### src/design/huffman_table_decoder_assert.svh
// assertion macros of the huffman table decoder
`ifndef HUFFMAN_TABLE_DECODER_ASSERT_SVH
`define HUFFMAN_TABLE_DECODER_ASSERT_SVH

// property must hold at every clock edge outside reset
`define HTE_ASSERT(label, prop, msg) \
	label: assert property (@(posedge clk) disable iff (!arst_n) prop) \
		else $error(msg);

// expression must never be true outside reset
`define HTE_NEVER(label, expr, msg) \
	label: assert property (@(posedge clk) disable iff (!arst_n) !(expr)) \
		else $error(msg);

`endif

### src/design/hte_pkg.sv
// types and constants of the huffman table decoder
package hte_pkg;

	localparam int OP_W      = 2;
	localparam int INDEX_W   = 8;
	localparam int SYM_W     = 8;
	localparam int CODE_W    = 32;
	localparam int LEN_W     = 6;
	localparam int BYTE_W    = 8;
	localparam int SCOUNT_W  = 9;
	localparam int OCOUNT_W  = 32;
	localparam int CFG_W     = 32;
	localparam int REG_W     = 1;

	// table entries held by one cell of the chain, the last cell may hold fewer
	localparam int CELL_ENTRIES = 8;

	localparam logic [OP_W-1:0] OP_LOAD    = 2'd0;
	localparam logic [OP_W-1:0] OP_DATA    = 2'd1;
	localparam logic [OP_W-1:0] OP_RESTART = 2'd2;

	localparam logic [REG_W-1:0] REG_SYMBOL_COUNT = 1'b0;
	localparam logic [REG_W-1:0] REG_OUTPUT_COUNT = 1'b1;

	localparam logic [SCOUNT_W-1:0] SYMBOL_COUNT_RESET = 9'd256;

	// table write broadcast to every cell
	typedef struct packed {
		logic               en;
		logic [INDEX_W-1:0] index;
		logic [SYM_W-1:0]   symbol;
		logic [CODE_W-1:0]  code;
		logic [LEN_W-1:0]   length;
	} load_t;

	// lookup token and partial result handed from cell to cell
	typedef struct packed {
		logic             valid;
		logic             hit;
		logic [SYM_W-1:0] symbol;
		logic [LEN_W-1:0] longest;
		logic [LEN_W-1:0] count;
	} link_t;

endpackage

### src/design/hte_cell.sv
// chain cell: a slice of the code table, its matchers and one link register
module hte_cell import hte_pkg::*; #(
	parameter int BASE          = 0,
	parameter int ENTRIES       = 8,
	parameter int MAX_CODE_BITS = 32
) (
	input  logic                     clk,
	input  logic                     arst_n,
	input  load_t                    load,
	input  logic [SCOUNT_W-1:0]      symbol_count,
	input  link_t                    link_i,
	input  logic [MAX_CODE_BITS-1:0] bits_i,
	output link_t                    link_o,
	output logic [MAX_CODE_BITS-1:0] bits_o
);

	logic [SYM_W-1:0]         sym_q  [ENTRIES];
	logic [MAX_CODE_BITS-1:0] code_q [ENTRIES];
	logic [LEN_W-1:0]         len_q  [ENTRIES];

	logic [ENTRIES-1:0] act;
	logic [ENTRIES-1:0] hit;
	logic               hit_l;
	logic [SYM_W-1:0]   sym_l;
	logic [LEN_W-1:0]   max_l;

	logic                     valid_q;
	logic                     hit_q;
	logic [SYM_W-1:0]         sym_out_q;
	logic [LEN_W-1:0]         longest_q;
	logic [LEN_W-1:0]         count_q;
	logic [MAX_CODE_BITS-1:0] bits_q;

	// table slice, undefined until loaded
	always_ff @(posedge clk) begin
		for (int e = 0; e < ENTRIES; e++) begin
			if (load.en && load.index == INDEX_W'(BASE + e)) begin
				sym_q[e]  <= load.symbol;
				code_q[e] <= load.code[MAX_CODE_BITS-1:0];
				len_q[e]  <= load.length;
			end
		end
	end

	// per-entry match against the gathered bits
	always_comb begin
		for (int e = 0; e < ENTRIES; e++) begin
			act[e] = (SCOUNT_W'(BASE + e) < symbol_count) && (len_q[e] != '0) &&
				(len_q[e] <= LEN_W'(MAX_CODE_BITS));
			hit[e] = act[e] && (len_q[e] == link_i.count) &&
				((code_q[e] & ~({MAX_CODE_BITS{1'b1}} << len_q[e])) == bits_i);
		end
	end

	// lowest index wins, earlier cells take precedence
	always_comb begin
		hit_l = 1'b0;
		sym_l = '0;
		max_l = link_i.longest;
		for (int e = ENTRIES - 1; e >= 0; e--) begin
			if (hit[e]) begin
				hit_l = 1'b1;
				sym_l = sym_q[e];
			end
		end
		for (int e = 0; e < ENTRIES; e++) begin
			if (act[e] && len_q[e] > max_l) begin
				max_l = len_q[e];
			end
		end
	end

	always_ff @(posedge clk or negedge arst_n) begin
		if (!arst_n) begin
			valid_q <= 1'b0;
		end else begin
			valid_q <= link_i.valid;
		end
	end

	always_ff @(posedge clk) begin
		hit_q     <= link_i.hit || hit_l;
		sym_out_q <= link_i.hit ? link_i.symbol : sym_l;
		longest_q <= max_l;
		count_q   <= link_i.count;
		bits_q    <= bits_i;
	end

	assign link_o = '{valid: valid_q, hit: hit_q, symbol: sym_out_q,
		longest: longest_q, count: count_q};
	assign bits_o = bits_q;

endmodule

### config.mk
export PLATFORM = sky130hd
export DESIGN_NAME = hte_cell
export DESIGN_NICKNAME = d
export VERILOG_FILES = /design/src/design/huffman_table_decoder_assert.svh /design/src/design/hte_pkg.sv /design/src/design/hte_cell.sv
export SDC_FILE = /design/constraint.sdc
export NUM_CORES = 1
export LEC_CHECK = 0
export ABC_AREA = 0
export BUFFER_PORTS_ARGS = -buffer_cell sky130_fd_sc_hd__buf_2
export CORE_UTILIZATION = 50
export CTS_CLUSTER_DIAMETER = 150
export DETAILED_ROUTE_END_ITERATION = 7
export PLACE_DENSITY = 0.68
export SYNTH_ARGS = -nofsm -noshare
export SYNTH_HDL_FRONTEND = slang
export SYNTH_SLANG_ARGS = --single-unit
### constraint.sdc
create_clock -name clk -period 15.5 [get_ports clk]
set_clock_uncertainty 0.15 [all_clocks]
set_input_delay 0.775 -clock clk [delete_from_list [all_inputs] [get_ports clk]]
set_output_delay 0.775 -clock clk [all_outputs]
set_load 0.005 [all_outputs]
==> out/results.txt <==
Starting Density -> 51.0%
largest family of logic cells by synthesized area -> simple AND/OR/NAND/NOR gates
Port-buffer cells -> 173
Synth top area share -> 49.8%
DP HPWL -> 53.2 mm
residual DRC count -> 0
Final Hold Vio Count -> 0
fin cells -> 2799
critical path fanouts, max -> 12
DR iter-0 viols -> 2330
TritonCTS Sinks -> 422
status -> complete, no violations
CP Buf/Inv Count -> 6
post-synthesis xor/xnor area fraction -> 11.4%
crit end category -> flop
Post-Synth Adder-Cell Area -> 2.00%
final net count -> 2324
number of enable flip-flop cells after synthesis -> 368
first-pass GRT wire length -> 116 mm
critical path launch point type -> flop
fillcell total -> 3689
Worst-path clk slew -> 0.06 ns
share of post-route cells with drive strength above 1 -> 16.4%
max frequency -> 0.0683 GHz
final non-filler cell area -> 25300 um^2
Hold WC Path Type -> in -> reg
initial antenna violation count -> 6
NetSw -> 0.000650 W
clk buf depth -> 3
WP data required -> 15.80 ns
sequential area share after synthesis -> 54.7%
CTS Root Cell -> clkbuf_16
slew of the pin with the lowest slew margin -> 0.963 ns
post-synthesis mux area share -> 2.97%
ranking of synthesized cells by area -> edfxtp_1 50%, xor2_1 5.8%, xnor2_1 5.5%
number of global-route vias before repair -> 16900
Unique masters post-synth -> 86
Primary FF master, synth -> edfxtp_1
largest net degree at the start of global routing -> 47
Clock Power Share -> 42.7%
complex-gate fraction of the synthesized area -> 12.6%
Post-Syn Nets -> 2186
most frequent cells after synthesis -> 368 x edfxtp_1, 206 x o21ai_0, 180 x nand2_1
critical path data arrival time -> 14.93 ns
switching part of the total -> 24.7%
simple-gate share of the synthesized area -> 13.1%
io pins -> 174
synthesized flop and latch total -> 422
area grow syn2layout -> 14.0%
synthesized area per cell -> 10.9 um^2
most numerous cell on the critical path -> ha_1
Async SR Flop Fraction -> 0.237%
Tcrit/Tclk final -> 94.4%
CTS tree -> yes
Post-Syn Area -> 22200 um^2
ANT nets after route -> 0
via count -> 17900
Final setup viols -> 0
Worst path slowest cell -> or4_4
worst skew pair latency -> 0.61 ns
maximum vdd drop -> 0.0927 mV
post-synth top area cell -> edfxtp_1
die area -> 45200 um^2
GP Congestion -> 1.02
Die X -> 213 um
overall global routing resource usage -> 36.6%
Slew Viols, Final -> 0
DIE HEIGHT -> 213 um
most frequent cell after synthesis -> edfxtp_1
Num CTS Buffers -> 46
dpl cells -> 2700
Placed Area -> 23600 um^2
via-per-instance ratio -> 6.40
slowest stage delay, CP -> 0.53 ns
Power Total -> 0.00263 W
Core Area -> 43500 um^2
P_leak -> 9.10 nW
Max Cap Viol -> 0
DR pass1 iterations -> 6
slew margin rel. -> 35.1%
critical path class -> reg -> reg
row cnt -> 76
Final min period -> 14.63 ns
Largest delay share family, worst path -> compound AO/OA/AOI/OAI gates
warnings from Yosys -> 0
H-tree levels -> 2
register share of total power -> 47.6%
Combinational Power Share -> 9.7%
drt wl/cell -> 29.4 um
WL final -> 82.3 mm
power per cell area -> 104 nW/um^2
Cells after Synth -> 2033
Pint -> 0.00198 W
total grt overflow -> 0
[registers in the layout, indices dropped and copies added (netlist names)]
register	flops
len_q	48
code_q	256
hit_q	1
longest_q	6
valid_q	1
sym_out_q	8
count_q	6
bits_o	32
sym_q	64
[final timing paths]
path,startpoint,end,slack [ns],cells past startpoint
hold / removal,link_i[21],valid_q,0.14,1
hold reg to reg,sym_q[0][6],sym_out_q[6],0.40,2
setup reg to reg,len_q[0][2],longest_q[4],0.87,67
min in group asynchronous,arst_n,valid_q,0.32,2
setup / recovery,len_q[0][2],longest_q[4],0.87,67
max in group asynchronous,arst_n,valid_q,14.79,2
[layout by cell type (no fill, tap or decap), types with 12 or more instances in the layout]
master     netlist  final
nand3_1         44     44
o21a_1          23     23
edfxtp_1       368    368
clkbuf_1        78     19
nand2_1        180    178
a21oi_1         58     57
nor2b_1         13     13
ha_1            33     33
nand2b_1        15     15
xnor2_1        140    140
buf_2            3    173
buf_4            3     37
or2_2           12     12
mux2_2          35     35
inv_1           62     62
clkbuf_16        0     50
dfxtp_1         53     53
o21ai_0        206    204
o211ai_1        29     29
xor2_1         146    146
o31ai_1         13     12
mux2i_1         23     23
and2_1          21     21
nor3_1          34     31
nand4_1         49     49
nor2_1         125    117
nor4_1          38     38
a31oi_1         15     15
and3_1          20     20
[per-layer routing]
metal | up-vias | wire, um | GRT usage, %
li1 | 7692 | - | -
met1 | 8619 | 30900 | 50.1
met2 | 1329 | 34400 | 52.2
met3 | 268 | 11600 | 9.70
met4 | 2 | 5370 | 21.7
met5 | - | 13 | 0
[repair_timing]
item	CTS	global route
resized for setup	0	16
buffers inserted	0	7
setup endpoints to repair	0	6
endpoints found under the hold margin	1	0
hold buffers	1	0
[cells by family (layout without fill, tap and decap cells)]
family | count (synthesis) | after routing
mux | 60 | 60
simple gates | 594 | 594
flops | 422 | 422
xor+xnor | 287 | 287
compound gates | 446 | 446
other cells | 0 | 6
fa+ha+maj | 36 | 36
buf+inv | 188 | 363
[power groups by stage]
stage | combinational, W | sequential, W | clock, W
finish | 0.000256 | 0.00125 | 0.00112
global route | 0.000264 | 0.00125 | 0.00117
CTS | 0.000242 | 0.00125 | 0.00113
detailed placement | 0.000241 | 0.00127 | 0
global placement | 0.000235 | 0.00128 | 0
floorplan | 0.000121 | 0.00128 | 0
[final cells by class]
cell class              count  area [um^2]  share of cell area [%]
flip-flops and latches    422        12100                    48.0
multi-input cells        1423         9450                    37.4
clock buffers              74         1390                    5.50
repair buffers            211         1150                    4.56
well taps                 585          732                    2.89
inverters                  67          251                   0.994
clock inverters            11          158                   0.623
diodes                      6         15.0                  0.0594
[stage by stage]
step	util [%]	setup TNS [ns]	hold WS, ns	setup WS (ns)
2_1_floorplan	-	0	0.329	1.67
3_3_place_gp	54.3	0	0.372	0.289
3_5_place_dp	54.3	-1.49	0.386	-0.322
4_1_cts	57.9	0	0.121	0.0795
5_1_grt	58.2	-0.0785	0.132	-0.0290
6_report	58.2	0	0.140	0.869
No activity file was read; power rests on OpenSTA's default activity.
